--- config.mk ---
export PLATFORM = sky130hd
export DESIGN_NAME = multi_channel_session_timer
export DESIGN_NICKNAME = d
export VERILOG_FILES = /design/src/hw/rtl/mcst_pkg.sv /design/src/hw/rtl/mcst_ctrl.sv /design/src/hw/rtl/mcst_datapath.sv /design/src/hw/rtl/multi_channel_session_timer.sv
export SDC_FILE = /design/constraint.sdc
export NUM_CORES = 2
export LEC_CHECK = 0
export BUFFER_PORTS_ARGS = -buffer_cell sky130_fd_sc_hd__buf_2
export CORE_MARGIN = 2
export CORE_UTILIZATION = 54
export DETAILED_ROUTE_END_ITERATION = 6
export GPL_TIMING_DRIVEN = 1
export PLACE_DENSITY = 0.79
export SYNTH_ARGS = -nofsm -noshare
export SYNTH_HDL_FRONTEND = slang
export SYNTH_SLANG_ARGS = --single-unit
--- constraint.sdc ---
create_clock -name clk -period 11.23 [get_ports clk]
set_input_delay 1.123 -clock clk [delete_from_list [all_inputs] [get_ports clk]]
set_output_delay 1.123 -clock clk [all_outputs]
set_load 0.01 [all_outputs]
--- src/hw/rtl/mcst_pkg.sv ---
`timescale 1ns / 1ps
// ----------------------------------------------------------------------------
// mcst_pkg
// Shared codes, widths and controller command type of the session timer.
// ----------------------------------------------------------------------------
package mcst_pkg;

  localparam int IN_DATA_W  = 192;
  localparam int OUT_DATA_W = 208;

  localparam logic [2:0] OP_TICK     = 3'd0;
  localparam logic [2:0] OP_START    = 3'd1;
  localparam logic [2:0] OP_STOP     = 3'd2;
  localparam logic [2:0] OP_STOP_ALL = 3'd3;
  localparam logic [2:0] OP_QUERY    = 3'd4;

  localparam logic [2:0] ST_OK          = 3'd0;
  localparam logic [2:0] ST_BAD_CHANNEL = 3'd1;
  localparam logic [2:0] ST_CLOCK_BAD   = 3'd2;
  localparam logic [2:0] ST_BAD_DUR     = 3'd3;
  localparam logic [2:0] ST_BUSY        = 3'd4;
  localparam logic [2:0] ST_BAD_IDS     = 3'd5;
  localparam logic [2:0] ST_REPLAY      = 3'd6;

  localparam logic [7:0]  MIN_NONCE_LEN   = 8'd8;
  localparam logic [31:0] MAX_SESSION_RST = 32'd86400;
  localparam logic [2:0]  COUNT_SAT       = 3'd7;

  typedef struct packed {
    logic capture;
    logic execute;
    logic load_out;
  } cmd_t;

endpackage

--- src/hw/rtl/mcst_ctrl.sv ---
`timescale 1ns / 1ps
// ----------------------------------------------------------------------------
// mcst_ctrl
// Sequencer: capture an item, apply it to the channel stores, load result.
// ----------------------------------------------------------------------------
module mcst_ctrl (
  input  logic          clk,
  input  logic          rst,
  input  logic          s_tvalid,
  output logic          s_tready,
  output logic          m_tvalid,
  input  logic          m_tready,
  output mcst_pkg::cmd_t cmd
);

  typedef enum logic [1:0] {
    S_IDLE,
    S_EXEC,
    S_RESULT
  } state_t;

  state_t state;
  logic   out_valid;
  logic   out_free;

  assign out_free = !out_valid || m_tready;
  assign s_tready = (state == S_IDLE);
  assign m_tvalid = out_valid;

  always_comb begin
    cmd          = '0;
    cmd.capture  = (state == S_IDLE) && s_tvalid;
    cmd.execute  = (state == S_EXEC);
    cmd.load_out = (state == S_RESULT) && out_free;
  end

  always_ff @(posedge clk) begin
    if (rst) begin
      state     <= S_IDLE;
      out_valid <= 1'b0;
    end else begin
      if ((state == S_RESULT) && out_free) begin
        out_valid <= 1'b1;
      end else if (m_tready) begin
        out_valid <= 1'b0;
      end
      unique case (state)
        S_IDLE: begin
          if (s_tvalid) begin
            state <= S_EXEC;
          end
        end
        S_EXEC: begin
          state <= S_RESULT;
        end
        S_RESULT: begin
          if (out_free) begin
            state <= S_IDLE;
          end
        end
        default: begin
          state <= S_IDLE;
        end
      endcase
    end
  end

endmodule

--- src/hw/rtl/mcst_datapath.sv ---
`timescale 1ns / 1ps
// ----------------------------------------------------------------------------
// mcst_datapath
// Channel stores, start checks, expiry sweep and result register.
// ----------------------------------------------------------------------------
module mcst_datapath #(
  parameter int CHANNELS = 4
) (
  input  logic                             clk,
  input  logic                             rst,
  input  mcst_pkg::cmd_t                   cmd,
  input  logic [mcst_pkg::IN_DATA_W-1:0]   s_tdata,
  input  logic [2:0]                       s_tuser,
  output logic [mcst_pkg::OUT_DATA_W-1:0]  m_tdata,
  output logic [2:0]                       m_tuser,
  input  logic                             cfg_we,
  input  logic [31:0]                      cfg_wdata
);

  localparam int IDX_W = (CHANNELS > 1) ? $clog2(CHANNELS) : 1;
  localparam int CNT_W = $clog2(CHANNELS + 1);

  // captured item
  logic [2:0]  op_q;
  logic [2:0]  ch_q;
  logic [31:0] dur_q;
  logic [31:0] now_q;
  logic        cv_q;
  logic [31:0] ntag_q;
  logic [7:0]  nlen_q;
  logic [31:0] stag_q;
  logic [7:0]  slen_q;
  logic [31:0] ptag_q;
  logic [7:0]  plen_q;

  logic [31:0] max_session_sec;

  logic [31:0] end_st   [CHANNELS];
  logic [31:0] dur_st   [CHANNELS];
  logic [31:0] nonce_st [CHANNELS];
  logic [31:0] sess_st  [CHANNELS];
  logic [31:0] pay_st   [CHANNELS];
  logic [7:0]  nlen_st  [CHANNELS];
  logic [7:0]  slen_st  [CHANNELS];

  logic [2:0]  status_q;
  logic [3:0]  expired_q;

  // result register
  logic [2:0]  r_status;
  logic [3:0]  r_relay;
  logic [3:0]  r_expired;
  logic        r_act;
  logic [31:0] r_remaining;
  logic [31:0] r_end;
  logic [31:0] r_len;
  logic [2:0]  r_count;
  logic [31:0] r_nonce;
  logic [31:0] r_sess;
  logic [31:0] r_pay;

  logic [CHANNELS-1:0] active_vec;
  logic                ok_ch;
  logic [2:0]          ch_m1;
  logic [IDX_W-1:0]    ix;
  logic [3:0]          relay;
  logic [3:0]          tick_expired;
  logic [CNT_W-1:0]    cnt;
  logic [2:0]          count_sat;
  logic [2:0]          start_status;
  logic [31:0]         end_sum;

  assign ok_ch   = (ch_q != 3'd0) && (32'(ch_q) <= 32'(CHANNELS));
  assign ch_m1   = ch_q - 3'd1;
  assign ix      = IDX_W'(ch_m1);
  assign end_sum = now_q + dur_q;

  always_comb begin
    for (int i = 0; i < CHANNELS; i++) begin
      active_vec[i] = cv_q && (end_st[i] != 32'd0) && (now_q < end_st[i]);
    end
  end

  always_comb begin
    relay = '0;
    for (int i = 0; i < 4; i++) begin
      if (i < CHANNELS) begin
        relay[i] = active_vec[i];
      end
    end
  end

  always_comb begin
    tick_expired = '0;
    for (int i = 0; i < 4; i++) begin
      if (i < CHANNELS) begin
        tick_expired[i] = (end_st[i] != 32'd0) && !active_vec[i];
      end
    end
  end

  always_comb begin
    cnt = '0;
    for (int i = 0; i < CHANNELS; i++) begin
      cnt = cnt + CNT_W'(active_vec[i]);
    end
    count_sat = (32'(cnt) > 32'(mcst_pkg::COUNT_SAT)) ? mcst_pkg::COUNT_SAT : 3'(cnt);
  end

  always_comb begin
    if (!ok_ch) begin
      start_status = mcst_pkg::ST_BAD_CHANNEL;
    end else if (!cv_q) begin
      start_status = mcst_pkg::ST_CLOCK_BAD;
    end else if ((dur_q == 32'd0) || (dur_q > max_session_sec)) begin
      start_status = mcst_pkg::ST_BAD_DUR;
    end else if (active_vec[ix]) begin
      start_status = mcst_pkg::ST_BUSY;
    end else if ((nlen_q < mcst_pkg::MIN_NONCE_LEN) || (slen_q == 8'd0) ||
                 (plen_q == 8'd0)) begin
      start_status = mcst_pkg::ST_BAD_IDS;
    end else if (((nlen_st[ix] == nlen_q) && (nonce_st[ix] == ntag_q)) ||
                 ((slen_st[ix] == slen_q) && (sess_st[ix] == stag_q))) begin
      start_status = mcst_pkg::ST_REPLAY;
    end else begin
      start_status = mcst_pkg::ST_OK;
    end
  end

  always_ff @(posedge clk) begin
    if (cmd.capture) begin
      op_q   <= s_tuser;
      ch_q   <= s_tdata[2:0];
      dur_q  <= s_tdata[34:3];
      now_q  <= s_tdata[66:35];
      cv_q   <= s_tdata[67];
      ntag_q <= s_tdata[99:68];
      nlen_q <= s_tdata[107:100];
      stag_q <= s_tdata[139:108];
      slen_q <= s_tdata[147:140];
      ptag_q <= s_tdata[179:148];
      plen_q <= s_tdata[187:180];
    end
  end

  always_ff @(posedge clk) begin
    if (rst) begin
      max_session_sec <= mcst_pkg::MAX_SESSION_RST;
      for (int i = 0; i < CHANNELS; i++) begin
        end_st[i]   <= '0;
        dur_st[i]   <= '0;
        nonce_st[i] <= '0;
        sess_st[i]  <= '0;
        pay_st[i]   <= '0;
        nlen_st[i]  <= '0;
        slen_st[i]  <= '0;
      end
    end else begin
      if (cfg_we) begin
        max_session_sec <= cfg_wdata;
      end
      if (cmd.execute) begin
        case (op_q)
          mcst_pkg::OP_TICK: begin
            for (int i = 0; i < CHANNELS; i++) begin
              if ((end_st[i] != 32'd0) && !active_vec[i]) begin
                end_st[i]   <= '0;
                dur_st[i]   <= '0;
                nonce_st[i] <= '0;
                sess_st[i]  <= '0;
                pay_st[i]   <= '0;
                nlen_st[i]  <= '0;
                slen_st[i]  <= '0;
              end
            end
          end
          mcst_pkg::OP_START: begin
            if (start_status == mcst_pkg::ST_OK) begin
              end_st[ix]   <= end_sum;
              dur_st[ix]   <= dur_q;
              nonce_st[ix] <= ntag_q;
              sess_st[ix]  <= stag_q;
              pay_st[ix]   <= ptag_q;
              nlen_st[ix]  <= nlen_q;
              slen_st[ix]  <= slen_q;
            end
          end
          mcst_pkg::OP_STOP: begin
            if (ok_ch) begin
              end_st[ix]   <= '0;
              dur_st[ix]   <= '0;
              nonce_st[ix] <= '0;
              sess_st[ix]  <= '0;
              pay_st[ix]   <= '0;
              nlen_st[ix]  <= '0;
              slen_st[ix]  <= '0;
            end
          end
          mcst_pkg::OP_STOP_ALL: begin
            for (int i = 0; i < CHANNELS; i++) begin
              end_st[i]   <= '0;
              dur_st[i]   <= '0;
              nonce_st[i] <= '0;
              sess_st[i]  <= '0;
              pay_st[i]   <= '0;
              nlen_st[i]  <= '0;
              slen_st[i]  <= '0;
            end
          end
          default: begin
          end
        endcase
      end
    end
  end

  // status and expiry flags of the item being applied
  always_ff @(posedge clk) begin
    if (cmd.execute) begin
      case (op_q)
        mcst_pkg::OP_TICK: begin
          expired_q <= tick_expired;
          status_q  <= mcst_pkg::ST_OK;
        end
        mcst_pkg::OP_START: begin
          expired_q <= '0;
          status_q  <= start_status;
        end
        mcst_pkg::OP_STOP, mcst_pkg::OP_QUERY: begin
          expired_q <= '0;
          status_q  <= ok_ch ? mcst_pkg::ST_OK : mcst_pkg::ST_BAD_CHANNEL;
        end
        default: begin
          expired_q <= '0;
          status_q  <= mcst_pkg::ST_OK;
        end
      endcase
    end
  end

  always_ff @(posedge clk) begin
    if (cmd.load_out) begin
      r_status  <= status_q;
      r_relay   <= relay;
      r_expired <= expired_q;
      r_count   <= count_sat;
      if (ok_ch) begin
        r_act       <= active_vec[ix];
        r_remaining <= active_vec[ix] ? (end_st[ix] - now_q) : 32'd0;
        r_end       <= end_st[ix];
        r_len       <= dur_st[ix];
        r_nonce     <= nonce_st[ix];
        r_sess      <= sess_st[ix];
        r_pay       <= pay_st[ix];
      end else begin
        r_act       <= 1'b0;
        r_remaining <= '0;
        r_end       <= '0;
        r_len       <= '0;
        r_nonce     <= '0;
        r_sess      <= '0;
        r_pay       <= '0;
      end
    end
  end

  assign m_tuser = r_status;
  assign m_tdata = {4'd0, r_pay, r_sess, r_nonce, r_count, r_len, r_end, r_remaining,
                    r_act, r_expired, r_relay};

endmodule

--- src/hw/rtl/multi_channel_session_timer.sv ---
`timescale 1ns / 1ps
// ----------------------------------------------------------------------------
// multi_channel_session_timer
// Per-channel timed sessions with start checks, stop, expiry tick and query.
//
//   port group  dir  tdata / tuser
//   s_*         in   item: channel, duration, time, clock flag, tags / op
//   m_*         out  result: masks, addressed channel data, count / status
//   cfg_*       in   max_session_sec write
//
// one item passes through capture, store update and result load in turn
// the result register may hold a result while the next item is captured
// a stalled result holds the result load until m_tready frees the register
// rst is synchronous; it clears all channel stores and sets the limit to 86400
// ----------------------------------------------------------------------------
module multi_channel_session_timer #(
  parameter int CHANNELS = 4
) (
  input  logic         clk,
  input  logic         rst,
  input  logic         s_tvalid,
  output logic         s_tready,
  // channel[2:0] duration_sec[34:3] now_epoch[66:35] clock_valid[67]
  // nonce_tag[99:68] nonce_len[107:100] session_tag[139:108]
  // session_len[147:140] payment_tag[179:148] payment_len[187:180]
  input  logic [191:0] s_tdata,
  // op[2:0]
  input  logic [2:0]   s_tuser,
  output logic         m_tvalid,
  input  logic         m_tready,
  // relay_mask[3:0] expired_mask[7:4] chan_active[8] remaining_sec[40:9]
  // end_time[72:41] session_length[104:73] active_count[107:105]
  // stored_nonce[139:108] stored_session[171:140] stored_payment[203:172]
  output logic [207:0] m_tdata,
  // status[2:0]
  output logic [2:0]   m_tuser,
  input  logic         cfg_we,
  input  logic [31:0]  cfg_wdata
);

  mcst_pkg::cmd_t cmd;

  mcst_ctrl u_ctrl (
    .clk      (clk),
    .rst      (rst),
    .s_tvalid (s_tvalid),
    .s_tready (s_tready),
    .m_tvalid (m_tvalid),
    .m_tready (m_tready),
    .cmd      (cmd)
  );

  mcst_datapath #(
    .CHANNELS (CHANNELS)
  ) u_datapath (
    .clk       (clk),
    .rst       (rst),
    .cmd       (cmd),
    .s_tdata   (s_tdata),
    .s_tuser   (s_tuser),
    .m_tdata   (m_tdata),
    .m_tuser   (m_tuser),
    .cfg_we    (cfg_we),
    .cfg_wdata (cfg_wdata)
  );

endmodule
---- Yosys cells after proc, flatten, opt, wreduce, memory -nomap -nowiden ----
Memories as Yosys holds them, arrays and structs flattened. A register that Yosys moved wholly into a read port is not among the register bits.
Cells that the tools add are included.
storage, ports and cells
  register bits after elaboration ......... 376
  bits in latches ......................... 0
  memory bits (writable) .................. 704
  bits in read-only memories .............. 0
  bits of input ports ..................... 232
  output and inout bits ................... 213
  memories ................................ 7
cells by class
  $add $sub $neg .......................... 6
  $mul .................................... 0
  divide/modulo/power cells ............... 0
  magnitude comparators ................... 8
  equal/unequal tests ..................... 12
  shift-type cells ........................ 0
  mux-type cells .......................... 135
  bitwise gates (word level) .............. 63
  reduce and logical (&&, ||, !) cells .... 51
memories
  memory               words  width  read ports  clocked after Yosys merged registers in  wr ports  RTL line             text
  u_datapath.dur_st    4      32     1           1                                        4         mcst_datapath.sv:39  logic [31:0] dur_st [CHANNELS];
  u_datapath.end_st    4      32     5           0                                        4         mcst_datapath.sv:38  logic [31:0] end_st [CHANNELS];
  u_datapath.nonce_st  4      32     1           0                                        4         mcst_datapath.sv:40  logic [31:0] nonce_st [CHANNELS];
  u_datapath.pay_st    4      32     1           1                                        4         mcst_datapath.sv:42  logic [31:0] pay_st [CHANNELS];
  u_datapath.sess_st   4      32     1           0                                        4         mcst_datapath.sv:41  logic [31:0] sess_st [CHANNELS];
  u_datapath.nlen_st   4      8      1           0                                        4         mcst_datapath.sv:43  logic [7:0] nlen_st [CHANNELS];
  +1 memories          n/a    n/a    n/a         n/a                                      n/a       n/a
operators by type and width
  operator            count
  $mux 32             50
  $mux 8              20
  $reduce_or 32->1    5
  $lt 32x32->1        4
  $reduce_bool 32->1  4
  $eq 32x32->1        2
  $or 1x1->1          63
  $mux 1              47
  $add 32x32->32      1
  $gt 32x32->1        1
  $logic_not 32->1    1
  $sub 32x32->32      1
  $mux 2              9
  $mux 3              6
  $logic_and 1x1->1   17
  $eq 8x8->1          2
  $logic_not 8->1     2
  $reduce_or 8->1     2
  $lt 8x4->1 const B  1
  $logic_not 1->1     7
  $add 3x1->3         2
  $eq 3x2->1 const B  2
  $logic_not 3->1     2
  $pmux 2 s3          1
  other kinds (18)    23

---- Depth between registers and ports, before layout ----
An unclocked memory read counts as a cell.
  depth in word-level cells ............... 20
  gate-level depth with buffers ........... 23

---- Cells and area by module ----
Synthesis repeated with hierarchy kept, for this count alone.
unflattened totals
  cell total of the unflattened synthesis .. 3786
  area total of the unflattened synthesis .. 53552.6 µm²
by module, submodules not included
  module         instances  cells each  area an instance (µm²)  seq. area each (µm²)
  mcst_datapath  1          3773        53413.7                 33942.6
  mcst_ctrl      1          13          138.9                   60.1

---- Least setup slack after synthesis ----
Ideal clock, no wire load.
  kind .................................... reg2reg
  start ................................... register u_datapath.ch_q[0]
  end ..................................... memory u_datapath.dur_st[0][0], enable pin
  data arrival time ....................... 10813 ps
  required time ........................... 10459 ps
  path slack .............................. -354 ps
  cell stages (with the launch flop) ...... 11
  path through ............................ edfxtp_1 -> buf_4 -> buf_6 -> inv_2 -> buf_2 -> ha_1 -> clkbuf_1 -> buf_2 -> clkbuf_1 -> nand3_1 -> o2111ai_1
RTL lines
  what                    RTL line              text
  start, declared         mcst_datapath.sv:25   logic [2:0] ch_q;
  start signal, assigned  mcst_datapath.sv:133  ch_q <= s_tdata[2:0];
  end, declared           mcst_datapath.sv:39

==> impl_results.md <==
- CTS tree: built
- Maximum buffer depth of the clock tree: 3
- Unrepaired setup endpoints after global routing: no
- DR DRC count: 0
- Sink Count: between 1000 and 1500
- Critical Path Source Type: register
- Commonest cells after routing, fill and taps aside: edfxtp_1, nor2_1, buf_2, nand2_1, ha_1
- Top Ports: ~450
- DRT Pass-1 Iters: 6
- CP cell instances: buf_4, inv_2, ha_4, buf_4, mux4_2, xor2_1, nor4_1, nand4_1, nor4_1, a41oi_1, o2111ai_2, or2_4, buf_4, buf_4, nor2_1
- Slew margin rel.: approximately 14%
- CP dominant cell by count: buf_4
- Port bufs: 436
- Largest family of logic cells by synthesized area: simple AND/OR/NAND/NOR gates
- Power Dens Cells: 169 nW/um^2
- Yosys cell types: 75
- # fillers: 7094
- P&R area growth vs syn: 13.7%
- Hold_buf cts: 0
- Critical path's slowest cell: buf_4
- DPL Wire Length: 88800 microns
- Initial antenna violation count: 10
- Period minus WS final: between 7 and 8 ns
- CP top delay family: buffers and inverters
- Tot GR Track Use: 27.6%
- Largest net degree at the start of global routing: 140
- Share of layout cells above drive strength 1: 19.2%
- Clk root buf: clkbuf_16
- Die Y: 317 microns
- Critical-path maximum fanout: between 70 and 80
- Register area share after synthesis: 64.3%
- Placer Congestion: 0.931
- Synth Flop Type: edfxtp_1
- CP Class: reg2reg
- Crit path buffers/inverters: 5
- Data arrival time of the critical path: 8.38 ns
- Simple-gate portion of the synthesized area: 12.5%
- PostCTS Resize Cnt: 0
- Core ar.: 96900 sq um
- Adder-cell share of the synthesized area: 5.35%
- Num CTS Buffers: 115
- Hold WS: 0.423 ns
- Mux cell area share after synthesis: 8.27%
- Post-Route Skew: approximately 0.034 ns
- P_leak: 0.0234 uW
- Slew Limit Fails: 0
- Worst hold path type: reg2reg
- Global-route wire length before repair: 205000 microns
- Setup_tns: 0 ns
- Post-synth ARST share: 0%
- Drt total wl: 140000 microns
- DIE AREA: between 100000 and 150000 sq um
- Grt total ovfl: 0
- Xor-xnor portion of the synthesized cell area: 2.19%
- Width of the die: 317 microns
- Synth Area in Compound Gates: about 4.0%
- FF+latch count, synth: about 1100
- Final ANT Viol Nets: 0
- Clk pin slew, worst setup/hold paths: 0.07 ns
- Worst-margin pin slew: 1.29 ns
- Status: finished, final reports clean
- Initial drt markers: 3721
- Initial core utilization: 54.6%
- Maximum clock rate: 125 MHz
- Clock Latency Late Sink: 0.71 ns
- # nets final: 4796
- Hold Fails Final Rpt: 0
- Vias in the first global route: between 30000 and 40000
- Cells after Synth: between 3000 and 4000
- Yosys Warn Count: 0
- Fin crit share: a little under three quarters
- Worst path max stage delay: 0.92 ns
- Most common cell after layout, fill and taps aside: edfxtp_1
- Max VDD drop: 163 uV
- Synth Cell Area: roughly 53000 sq um
- DR vias: around 34000
- Final Setup Violations: 0
- DR WL/cell: ~24 microns
- Mapped Avg Cell Area: 13.5 sq um
- Post-synth EDFFs: 1109
- Worst Path Required: 11.64 ns
- Vias per cell: around 6
- Rows: 114
- # H-tree levels: 3
- Post-CTS setup buffers: 0
- Crit end category: register
- Max-cap violations: 0
-- flip-flops by register name, indices dropped and copies added (netlist names), 128 cells and up --
name / flops
u_datapath.dur_st: 128
u_datapath.end_st: 128
u_datapath.nonce_st: 128
u_datapath.pay_st: 128
u_datapath.sess_st: 128
-- per-stage QoR --
step | setup slack, ns | instance area (sq um) | total power [uW] | std cells | util, %
floorplan | 0.0869 | 52900 | 5880 | 3922 | -
global route | 2.84 | 60100 | 10500 | 5715 | 62.0
detailed placement | 3.19 | 56100 | 6250 | 5499 | 58.0
finish | 3.26 | 60100 | 10200 | 5716 | 62.0
CTS | 3.19 | 60100 | 10200 | 5714 | 62.0
global placement | 3.19 | 56100 | 6230 | 5499 | 58.0
-- final cells by class --
type                       instances  area, sq um  share of cell area (%)
clock buffer                     146         3100                    5.15
antenna                            2         5.00                 0.00833
sequential                      1144        34000                    56.6
clock inverter                    69          846                    1.41
inverter                         205          769                    1.28
multi-input combinational       2397        17200                    28.6
timing repair buffer             477         2560                    4.27
tap                             1276         1600                    2.66
-- worst reg2reg max path, cell delays in order (launching register included) --
cell	delay (ns)
edfxtp_1	0.33
buf_4	0.55
inv_2	0.49
ha_4	0.69
buf_4	0.76
mux4_2	0.46
xor2_1	0.16
nor4_1	0.38
nand4_1	0.22
nor4_1	0.50
a41oi_1	0.27
o2111ai_2	0.30
or2_4	0.81
buf_4	0.93
buf_4	0.67
nor2_1	0.19
-- power by group --
| group | total, uW | internal [uW] | switching, uW |
|---|---|---|---|
| clock | 3990 | 2360 | 1630 |
| sequential | 5030 | 4900 | 128 |
| combinational | 1150 | 441 | 714 |
| total | 10200 | 7700 | 2470 |
-- routing by layer --
metal | routed length, microns | GRT usage, %
met1 | 54600 | 38.0
met4 | 4610 | 9.26
met3 | 14100 | 5.82
met2 | 66700 | 43.9
met5 | 37 | 0
-- final timing paths --
| kind | from | to | slack (ns) | cells past startpoint |
|---|---|---|---|---|
| max | u_datapath.ch_q[0]$_DFFE_PP_ | u_datapath.sess_st[0][3]$_SDFFCE_PN0P_ | 3.26 | 15 |
| min | u_datapath.expired_q[0]$_SDFFCE_PP0N_ | u_datapath.r_expired[0]$_DFFE_PP_ | 0.42 | 0 |
| max reg2reg | u_datapath.ch_q[0]$_DFFE_PP_ | u_datapath.sess_st[0][3]$_SDFFCE_PN0P_ | 3.26 | 15 |
| min reg2reg | u_datapath.expired_q[0]$_SDFFCE_PP0N_ | u_datapath.r_expired[0]$_DFFE_PP_ | 0.42 | 0 |
-- kinds of logic (layout without fill, tap and decap cells) --
logic type | Yosys count | count (layout)
xor+xnor | 132 | 132
buf+inv | 381 | 897
fa+ha+maj | 224 | 224
flops | 1144 | 1144
simple gates | 1474 | 1474
compound gates | 328 | 328
other cells | 1 | 6
mux | 235 | 235
-- cells in the mapped netlist (10+ instances only) --
cell type	instances	area (sq um)
edfxtp_1	1109	33300
nor2_1	809	3040
nand2_1	242	908
ha_1	221	2770
inv_1	203	762
mux4_2	160	3600
and2_1	146	913
a21oi_1	104	521
xor2_1	76	666
clkbuf_1	74	278
o21ai_0	69	345
mux2i_1	61	611
nor4_1	59	369
xnor2_1	56	490
nand4_1	55	344
buf_2	52	260
a21o_1	40	300
nor3_1	38	190
dfxtp_1	35	701
nand3_1	29	145
buf_6	25	282
nor2b_1	20	125
a211oi_1	19	143
nand2b_1	16	100
and3_1	14	87.6
buf_4	14	105
mux2_2	14	158
o211ai_1	13	97.6
a31oi_1	10	62.6
buf_1	10	37.5
nor2_4	10	113
or3_1	10	62.6
Power figures use the tool's default switching activity.
